<file path="src/rtl/sstt_pkg.sv">
`default_nettype none
package sstt_pkg;
  localparam int unsigned SlotsDefault = 16;
  localparam int unsigned SlotW = 4;
  localparam int unsigned TaskW = 5;
  localparam int unsigned CountW = 32;
  localparam int unsigned DataW = 8;
  localparam int unsigned QueueDepth = 2;

  localparam logic [2:0] ReqTick  = 3'd0;
  localparam logic [2:0] ReqAlloc = 3'd1;
  localparam logic [2:0] ReqFree  = 3'd2;
  localparam logic [2:0] ReqInit  = 3'd3;
  localparam logic [2:0] ReqSet   = 3'd4;

  localparam logic [1:0] KindGrant   = 2'd0;
  localparam logic [1:0] KindFail    = 2'd1;
  localparam logic [1:0] KindExpiry  = 2'd2;
  localparam logic [1:0] KindSwitch  = 2'd3;

  typedef struct packed {
    logic [2:0]        req;
    logic [SlotW-1:0]  slot;
    logic [CountW-1:0] timeout;
    logic [DataW-1:0]  payload;
  } cmd_t;

  typedef struct packed {
    logic             valid;
    logic [1:0]       kind;
    logic [SlotW-1:0] slot;
    logic [DataW-1:0] data;
    logic             last;
  } resp_t;
endpackage
`default_nettype wire

</file>
<file path="src/rtl/sorted_software_timer_table_core.sv">
`default_nettype none
// sorted timer table: a two-entry command queue feeds a sequencer that walks
// the armed list one entry a cycle. alloc scans the slots for a free one, set
// runs an unlink walk then an insert walk, tick pops every expired slot;
// results come out as single-cycle strobes and cannot be stalled. busy_o
// is high only while the queue is full.
module sorted_software_timer_table_core #(
  parameter int unsigned Slots = sstt_pkg::SlotsDefault
) (
  input  wire                        clk_i,
  input  wire                        rst_ni,
  input  wire                        start_i,
  output logic                       busy_o,
  input  wire [2:0]                  req_type_i,
  input  wire [3:0]                  slot_i,
  input  wire [31:0]                 timeout_i,
  input  wire [7:0]                  payload_i,
  input  wire                        cfg_we_i,
  input  wire [4:0]                  cfg_wdata_i,
  output logic                       resp_valid_o,
  output logic [1:0]                 resp_kind_o,
  output logic [3:0]                 resp_slot_o,
  output logic [7:0]                 resp_data_o,
  output logic                       last_o
);
  import sstt_pkg::*;
  logic [TaskW-1:0] task_q;
  cmd_t  cmd, head;
  resp_t resp;
  logic  deq, head_valid, ready, idle;

  assign cmd = '{req_type_i, slot_i, timeout_i, payload_i};

  always_ff @(posedge clk_i or negedge rst_ni) begin
    if (!rst_ni) task_q <= TaskW'(16);
    else if (cfg_we_i) task_q <= cfg_wdata_i;
  end

  sstt_front u_front (
    .clk_i, .rst_ni, .start_i, .cmd_i(cmd), .back_ready_i(ready),
    .busy_o, .deq_o(deq), .head_o(head), .head_valid_o(head_valid)
  );

  sstt_back #(.Slots(Slots)) u_back (
    .clk_i, .rst_ni, .task_slot_i(task_q), .head_valid_i(head_valid && deq),
    .head_i(head), .ready_o(ready), .idle_o(idle), .resp_o(resp)
  );

  assign resp_valid_o = resp.valid && !idle ? resp.valid : resp.valid;
  assign resp_kind_o  = resp.kind;
  assign resp_slot_o  = resp.slot;
  assign resp_data_o  = resp.data;
  assign last_o       = resp.last;
endmodule
`default_nettype wire

</file>
<file path="src/rtl/sstt_front.sv">
`default_nettype none
module sstt_front (
  input  wire               clk_i,
  input  wire               rst_ni,
  input  wire               start_i,
  input  sstt_pkg::cmd_t    cmd_i,
  input  wire               back_ready_i,
  output logic              busy_o,
  output logic              deq_o,
  output sstt_pkg::cmd_t    head_o,
  output logic              head_valid_o
);
  import sstt_pkg::*;
  // small fifo; unknown request codes are dropped here
  cmd_t      q_q [QueueDepth];
  logic [1:0] cnt_q;
  logic       rd_q, wr_q;
  logic       enq, known;

  assign busy_o = (cnt_q == 2'(QueueDepth));
  assign known = (cmd_i.req == ReqTick) || (cmd_i.req == ReqAlloc) ||
                 (cmd_i.req == ReqFree) || (cmd_i.req == ReqInit) ||
                 (cmd_i.req == ReqSet);
  assign enq = start_i && !busy_o && known;
  assign head_valid_o = (cnt_q != 2'd0);
  assign head_o = q_q[rd_q];
  assign deq_o = head_valid_o && back_ready_i;

  always_ff @(posedge clk_i or negedge rst_ni) begin
    if (!rst_ni) begin
      cnt_q <= '0;
      rd_q  <= 1'b0;
      wr_q  <= 1'b0;
    end else begin
      if (enq) begin
        q_q[wr_q] <= cmd_i;
        wr_q <= !wr_q;
      end
      if (deq_o) rd_q <= !rd_q;
      cnt_q <= cnt_q + {1'b0, enq} - {1'b0, deq_o};
    end
  end
endmodule
`default_nettype wire

</file>
<file path="src/rtl/sstt_back.sv">
`default_nettype none
module sstt_back #(
  parameter int unsigned Slots = sstt_pkg::SlotsDefault
) (
  input  wire                          clk_i,
  input  wire                          rst_ni,
  input  wire [sstt_pkg::TaskW-1:0]    task_slot_i,
  input  wire                          head_valid_i,
  input  sstt_pkg::cmd_t               head_i,
  output logic                         ready_o,
  output logic                         idle_o,
  output sstt_pkg::resp_t              resp_o
);
  import sstt_pkg::*;
  localparam int unsigned IW = (Slots > 1) ? $clog2(Slots) : 1;
  localparam int unsigned NW = $clog2(Slots + 1);

  typedef enum logic [2:0] {
    StIdle, StAlloc, StUnlink, StInsert, StExpire, StSwitch
  } state_e;

  state_e            state_q;
  logic [1:0]        status_q [Slots];
  logic [CountW-1:0] deadline_q [Slots];
  logic [DataW-1:0]  payload_q [Slots];
  logic [IW-1:0]     order_q [Slots];
  logic [NW-1:0]     total_q;
  logic [CountW-1:0] count_q;
  logic [NW-1:0]     idx_q;
  logic [IW-1:0]     slot_q;
  logic [CountW-1:0] dl_q;
  logic              set_q, ts_q, found_q;
  resp_t             resp_q;
  logic [IW-1:0]     cur;
  logic              in_rng;

  assign ready_o = (state_q == StIdle);
  assign idle_o  = (state_q == StIdle) && !head_valid_i;
  assign resp_o  = resp_q;
  assign cur = order_q[idx_q[IW-1:0]];
  assign in_rng = ({{(32-SlotW){1'b0}}, head_i.slot} < Slots);

  always_ff @(posedge clk_i or negedge rst_ni) begin
    if (!rst_ni) begin
      state_q <= StIdle;
      total_q <= '0;
      count_q <= '0;
      resp_q  <= '0;
      for (int i = 0; i < Slots; i++) status_q[i] <= 2'd0;
    end else begin
      resp_q.valid <= 1'b0;
      case (state_q)
        StIdle: begin
          if (head_valid_i) begin
            slot_q <= IW'(head_i.slot);
            idx_q  <= '0;
            ts_q   <= 1'b0;
            found_q <= 1'b0;
            case (head_i.req)
              ReqTick: begin
                count_q <= count_q + 1'b1;
                dl_q    <= count_q + 1'b1;
                state_q <= StExpire;
              end
              ReqAlloc: state_q <= StAlloc;
              ReqFree: begin
                if (in_rng) begin
                  set_q <= 1'b0;
                  if (status_q[IW'(head_i.slot)] == 2'd2) state_q <= StUnlink;
                  status_q[IW'(head_i.slot)] <= 2'd0;
                end
              end
              ReqInit: if (in_rng) payload_q[IW'(head_i.slot)] <= head_i.payload;
              ReqSet: begin
                if (in_rng) begin
                  set_q <= 1'b1;
                  dl_q <= count_q + head_i.timeout;
                  deadline_q[IW'(head_i.slot)] <= count_q + head_i.timeout;
                  state_q <= (status_q[IW'(head_i.slot)] == 2'd2) ? StUnlink : StInsert;
                  status_q[IW'(head_i.slot)] <= 2'd2;
                end
              end
              default: ;
            endcase
          end
        end
        // one slot checked per cycle
        StAlloc: begin
          if (status_q[idx_q[IW-1:0]] == 2'd0) begin
            status_q[idx_q[IW-1:0]] <= 2'd1;
            resp_q <= '{1'b1, KindGrant, SlotW'(idx_q), '0, 1'b1};
            state_q <= StIdle;
          end else if (idx_q == NW'(Slots - 1)) begin
            resp_q <= '{1'b1, KindFail, '0, '0, 1'b1};
            state_q <= StIdle;
          end else idx_q <= idx_q + 1'b1;
        end
        // walk the list, shift entries down past the removed one
        StUnlink: begin
          if (idx_q >= total_q) begin
            if (found_q) total_q <= total_q - 1'b1;
            idx_q <= '0;
            found_q <= 1'b0;
            state_q <= set_q ? StInsert : StIdle;
          end else begin
            if (found_q || cur == slot_q) begin
              if (idx_q + 1'b1 < total_q) order_q[idx_q[IW-1:0]] <= order_q[IW'(idx_q + 1'b1)];
              found_q <= 1'b1;
            end
            idx_q <= idx_q + 1'b1;
          end
        end
        // walk from the tail, shift deadlines not smaller than the new one up one place
        StInsert: begin
          if (!found_q) begin
            if (total_q >= NW'(Slots)) state_q <= StIdle;
            else begin
              idx_q <= total_q;
              found_q <= 1'b1;
            end
          end else if (idx_q != '0 &&
                       !(deadline_q[order_q[IW'(idx_q - 1'b1)]] < dl_q)) begin
            order_q[idx_q[IW-1:0]] <= order_q[IW'(idx_q - 1'b1)];
            idx_q <= idx_q - 1'b1;
          end else begin
            order_q[idx_q[IW-1:0]] <= slot_q;
            total_q <= total_q + 1'b1;
            state_q <= StIdle;
          end
        end
        // pop due entries from the head, one a cycle
        StExpire: begin
          if (total_q != '0 && deadline_q[order_q[0]] <= dl_q) begin
            status_q[order_q[0]] <= 2'd1;
            for (int i = 0; i + 1 < Slots; i++) order_q[i] <= order_q[i+1];
            total_q <= total_q - 1'b1;
            if ({{(TaskW-IW){1'b0}}, order_q[0]} == task_slot_i &&
                {{(32-TaskW){1'b0}}, task_slot_i} < Slots) ts_q <= 1'b1;
            else begin
              resp_q <= '{1'b1, KindExpiry, SlotW'(order_q[0]), payload_q[order_q[0]],
                          !(total_q > NW'(1) && deadline_q[order_q[1 % Slots]] <= dl_q) && !ts_q};
            end
          end else state_q <= StSwitch;
        end
        StSwitch: begin
          if (ts_q) resp_q <= '{1'b1, KindSwitch, task_slot_i[SlotW-1:0], '0, 1'b1};
          state_q <= StIdle;
        end
        default: state_q <= StIdle;
      endcase
    end
  end
endmodule
`default_nettype wire

</file>
<file path="config.mk">
export PLATFORM = sky130hd
export DESIGN_NAME = sorted_software_timer_table_core
export DESIGN_NICKNAME = d
export VERILOG_FILES = /design/src/rtl/sstt_pkg.sv /design/src/rtl/sorted_software_timer_table_core.sv /design/src/rtl/sstt_front.sv /design/src/rtl/sstt_back.sv
export SDC_FILE = /design/constraint.sdc
export NUM_CORES = 2
export LEC_CHECK = 0
export BUFFER_PORTS_ARGS = -buffer_cell sky130_fd_sc_hd__buf_2
export CAP_MARGIN = 40
export CORE_ASPECT_RATIO = 1.5
export CORE_MARGIN = 3
export CORE_UTILIZATION = 55
export DETAILED_ROUTE_END_ITERATION = 7
export GPL_ROUTABILITY_DRIVEN = 0
export GPL_TIMING_DRIVEN = 0
export HOLD_SLACK_MARGIN = 0.06
export PLACE_DENSITY = 0.71
export SLEW_MARGIN = 20
export SYNTH_ARGS = -nofsm -noshare
export SYNTH_HDL_FRONTEND = slang
export SYNTH_HIERARCHICAL = 1
export SYNTH_SLANG_ARGS = --single-unit
</file>
<file path="constraint.sdc">
create_clock -name clk_i -period 15.8 [get_ports clk_i]
set_input_delay 1.58 -clock clk_i [delete_from_list [all_inputs] [get_ports clk_i]]
set_output_delay 1.58 -clock clk_i [all_outputs]
set_load 0.1 [all_outputs]
</file>
After elaboration in Yosys (flattened, before gate mapping)
Memory sizes are Yosys's and may differ from the RTL's. A register that Yosys moved wholly into a read port is not among the register bits.
Index checks and enable logic that the tools add are counted.
{"block": "totals", "regBits": 141, "ramBits": 798, "inputBits": 56, "out_inout_bits": 17, "memories": 4}
{"block": "classes", "n_addsub": 8, "magnitude_cmp": 14, "eq_ne": 40, "mux": 93, "bitwise": 16, "n_reduce_logical": 57}
{"name": "u_back.deadline_q", "words": 16, "width": 32, "rd": 3, "rd_clocked_by_memory_dff": 0, "wr": 1, "line": "sstt_back.sv:24", "source": "logic [CountW-1:0] deadline_q [Slots];"}
{"name": "u_back.payload_q", "words": 16, "width": 8, "rd": 1, "rd_clocked_by_memory_dff": 0, "wr": 1, "line": "sstt_back.sv:25", "source": "logic [DataW-1:0] payload_q [Slots];"}
{"name": "u_front.q_q", "words": 2, "width": 47, "rd": 1, "rd_clocked_by_memory_dff": 0, "wr": 1, "line": "sstt_front.sv:15", "source": "cmd_t q_q [QueueDepth];"}
{"name": "u_back.order_q", "words": 16, "width": 4, "rd": 19, "rd_clocked_by_memory_dff": 1, "wr": 15, "line": "sstt_back.sv:26", "source": "logic [IW-1:0] order_q [Slots];"}
{"op": "case mux 32 bit (2 select lines)", "n": 2}
{"op": "2-to-1 mux 32 bit", "n": 3}
{"op": "case mux 32 bit (3 select lines)", "n": 1}
{"op": "2-to-1 mux 16 bit", "n": 5}
{"op": "less-or-equal comparator 32 bit", "n": 2}
{"op": "2-to-1 mux 5 bit", "n": 12}
{"op": "AND 16 bit", "n": 3}
{"op": "NOT 16 bit", "n": 3}
{"op": "OR 16 bit", "n": 3}
{"op": "case mux 16 bit (3 select lines)", "n": 1}
{"op": "2-to-1 mux 1 bit", "n": 35}
{"op": "adder 32 x 1 -> 32 bit (second input constant)", "n": 1}
{"op": "adder 32 bit", "n": 1}
{"op": "AND 32 bit", "n": 1}
{"op": "< comparator 32 bit", "n": 1}
{"op": "NOT 32 bit", "n": 1}
{"op": "2-to-1 mux 3 bit", "n": 9}
{"op": "demux 2 bit (select 4 bit)", "n": 3}
{"op": "greater-or-equal comparator 5 bit (second input constant)", "n": 4}
{"op": "2-to-1 mux 4 bit", "n": 5}
{"op": "case mux 5 bit (4 select lines)", "n": 1}
{"op": "logical AND 1 bit", "n": 19}
{"op": "== test 3 x 2 -> 1 bit (second input constant)", "n": 6}
{"op": "binary-select mux 2 bit (select 4 bit)", "n": 2}
{"op": "other kinds (44)", "n": 104}

Logic depth before layout (Yosys ltp)
An unclocked memory read counts as a cell.
{"block": "logic_depth", "ltp_word": 14, "mapped_depth": 30, "depth_no_buf": 19}

Cells and area by module
Netlist, hierarchy kept.
{"module": "sstt_back", "n_inst": 1, "cells_each": 3072, "area_per_inst_um2": 47959.7, "seq_area_each_um2": 24743.7}
{"module": "sstt_front", "n_inst": 1, "cells_each": 165, "area_per_inst_um2": 3699.8, "seq_area_each_um2": 2922.8}
{"module": "sorted_software_timer_table_core", "n_inst": 1, "cells_each": 11, "area_per_inst_um2": 188.9, "seq_area_each_um2": 126.4}

Worst setup path after synthesis
OpenSTA, ideal clock, no wires.
{"block": "synth_timing", "path_kind": "reg-to-reg", "startpoint": "register u_back.idx_q[0]", "endpoint": "memory u_back/order_q[0][0] in the netlist's numbering, data pin", "setup_ps": 254, "t_arrival_ps": 6697, "required_ps": 15546, "setup_slack_ps": 8849, "path_stages_with_launch": 30, "n_path_buf": 10, "synth_period_minus_slack_ps": 6951, "cell_sequence": "edfxtp_1 -> buf_6 -> buf_8 -> buf_8 -> buf_4 -> clkbuf_1 -> inv_1 -> ha_1 -> buf_2 -> xor2_4 -> mux4_2 -> mux2i_4 -> buf_6 -> buf_2 -> buf_2 -> mux4_2 -> mux2i_1 -> mux2i_1 -> ha_1 -> nand4_1 -> nor2_1 -> nand4_1 -> or4_1 -> a21oi_1 -> o211ai_1 -> nand4b_2 -> mux2_4 -> a22o_4 -> buf_6 -> a21o_1"}
{"item": "start: declaration", "line": "sstt_back.sv:29", "source": "logic [NW-1:0] idx_q;"}
{"item": "start signal: assignment", "line": "sstt_back.sv:96", "source": "end else idx_q <= idx_q + 1'b1;"}
{"item": "start signal: assignment", "line": "sstt_back.sv:110", "source": "idx_q <= idx_q + 1'b1;"}
{"item": "start signal: assignment", "line": "sstt_back.sv:118", "source": "idx_q <= total_q;"}
{"item": "end: declaration", "line": "sstt_back.sv:26"}

==> metrics <==
status completed; Critical Path Fanout Max 10; Synth Net Count 3451; Final Hold Fails 0; CTS clk-pin slew, worst paths 0.06 ns; clock skew 0.0220 ns; Sequential Power Share 0.269; GRT Util Overall 0.340; Psw 4930 uW; Ys Warns 6; Critical Path AT 10.05 ns; CTS resizes 0; CTS Hold Bufs 0; Critical Path Start u_back/idx_q[0]; Fmax 0.104 GHz; pin count of the biggest net entering global routing 74; nets@finish 3761; clk_lat worst skew 0.69 ns; Maximum Capacitance Violations 0; post-route ant nets 0; layout cells sized above 1 0.296; total negative slack 0 ns; # Post-CTS Setup Buffers 0; Max Slew Vio Count 0; Ports 73; dpl cells 4695; gr ovfl total 0; power per cell area 204 mW/mm2; Worst Path Buf+Inv 11; initial antenna violation count 4; Syn Std Cell Area 0.0518 mm2; Critical R2R Launch u_back/idx_q[0]; Crit. End Element flop; delay-heaviest family, CP buffers and inverters; Tcrit/Tclk final 0.608; WP data required 16.24 ns; Syn Inst Count 3247; PortBufs 72; Initial DRC Count 4847; TritonCTS clock tree built; Sw Ratio 0.409; Avg Vias per Cell 7.20; die outline area 0.0981 mm2; Hold Crit Class flop to flop; setup violators final 0; Finished Cell Area 0.0591 mm2; deepest clock path buffer count 3; Pleak 0.0210 uW; Initial Utilization 0.556; # clock sinks 943; Worst-Margin Slew 0.950 ns; via total after detailed routing 35100; Post-Route WL 165000 um; total CTS buffers 88; first-pass GRT wire length 240000 um; root buffer cell clkbuf_16; htree depth 3; final core occ 0.634; Combinational Power Share 0.542; RSZ-0062 raised after global routing false; Post-DP HPWL 123000 um; startpoint types flop; minimum clock period 9.61 ns; die width 257 um; Overall Power 12000 uW; DRT Pass-1 Iters 7; post-DR wirelength/cell 33.9 um; Internal Power 7120 uW; non-filler cells, final 4884; fillcell total 6654; Clk pwr share 0.189; crit path max-delay cell type xnor2_1; DRC 0; headroom to the max-slew limit 0.358; crit path kind flop to flop; HP Start u_front/cnt_q[1]; Core ar. 0.0932 mm2; Layout area overhead 14.1%; Die H 382 um; vias in the first global route 35900; critical path's largest stage delay 0.64 ns; placed cell area 0.0559 mm2; Syn Area/Cell 16.0 um2; num rows 137; peak supply drop 0.148 mV
path summary, 6_finish.rpt:
check | to | slack [ns] | cells after the start
worst max register to register | u_back/order_q[0][0] | 6.19 | 29
worst max-delay path | u_back/order_q[0][0] | 6.19 | 29
min in group asynchronous | asynchronous set/reset pin | 0.77 | 1
worst min register to register | u_front/cnt_q[1] | 0.49 | 1
worst min-delay path | u_front/cnt_q[1] | 0.49 | 1
max in group asynchronous | u_back/count_q[9] | 14.30 | 2
per-layer routing:
layer,vias to the layer above,GRT usage,part of all wire
met5,-,0,0.000073
met4,2,0.230,0.086
met3,826,0.0811,0.11
met2,2727,0.564,0.49
met1,17700,0.393,0.31
li1,13900,-,-
placed cells by master, fill, tap and decap left out, types with 19 or more instances in the layout:
| master | n |
|---|---|
| edfxtp_1 | 842 |
| mux4_2 | 519 |
| mux2i_1 | 148 |
| ha_1 | 147 |
| nand2_1 | 140 |
| clkbuf_1 | 139 |
| o21ai_0 | 131 |
| buf_2 | 126 |
| nor2_1 | 124 |
| dfrtp_1 | 96 |
| a21oi_1 | 91 |
| clkbuf_16 | 90 |
| a21o_1 | 89 |
| buf_6 | 86 |
| inv_1 | 80 |
| xnor2_1 | 60 |
| mux2_2 | 45 |
| nand3_1 | 43 |
| o21a_1 | 35 |
| xor2_1 | 30 |
| nor3_1 | 29 |
| nand4_1 | 29 |
| and2_1 | 24 |
| mux2_4 | 23 |
| o21ai_1 | 22 |
| nor2b_1 | 20 |
| and3_1 | 20 |
| buf_4 | 19 |
worst reg2reg max path, delay by kind of cell (launching register included):
family,cells,cell delay [ns]
compound gates,4,1.07
xor+xnor,1,0.64
fa+ha+maj,2,0.60
buf+inv,11,3.12
flops,1,0.45
mux,6,2.20
simple gates,5,1.28
registers in the layout, indices dropped and copies added, names as in the netlist, named ones only:
| name | count |
|---|---|
| u_front/cnt_q | 2 |
| u_back/found_q | 1 |
| u_back/state_q | 3 |
| u_back/count_q | 32 |
| u_back/deadline_q | 512 |
| u_back/ts_q | 1 |
| task_q | 5 |
| u_back/resp_o | 16 |
| u_back/order_q | 64 |
| u_back/set_q | 1 |
| u_front/q_q | 94 |
| u_front/rd_q | 1 |
| u_back/slot_q | 4 |
| u_back/idx_q | 5 |
| u_front/wr_q | 1 |
| u_back/dl_q | 32 |
| u_back/payload_q | 128 |
| u_back/status_q | 16 |
| u_back/total_q | 5 |
power by group through the flow:
| stage | registers (uW) | clock network, uW | logic, uW |
|---|---|---|---|
| 5_1_grt | 3250 | 2400 | 6780 |
| 2_1_floorplan | 3350 | 0 | 4060 |
| 4_1_cts | 3230 | 2290 | 6330 |
| 3_3_place_gp | 3290 | 0 | 5960 |
| 3_5_place_dp | 3290 | 0 | 6300 |
| 6_report | 3240 | 2270 | 6540 |
metrics by stage:
step	hold slack (ns)	setup slack [ns]
2_1_floorplan	0.453	8.85
6_report	0.490	6.19
4_1_cts	0.493	6.45
5_1_grt	0.522	6.06
3_5_place_dp	0.486	6.48
3_3_place_gp	0.472	6.46
layout make-up:
cell class              instances  area, um2  area share
clock inverters                50        659      0.0111
repair buffers                220       2340      0.0396
plain buffers                 208        972      0.0164
well taps                    1251       1570      0.0265
inverters                      83        312     0.00527
multi-input cells            2013      23100       0.391
diodes                          2       5.00   0.0000846
clock buffers                 114       2390      0.0404
flip-flops and latches        943      27800       0.470
No activity file was read; power rests on OpenSTA's default activity.
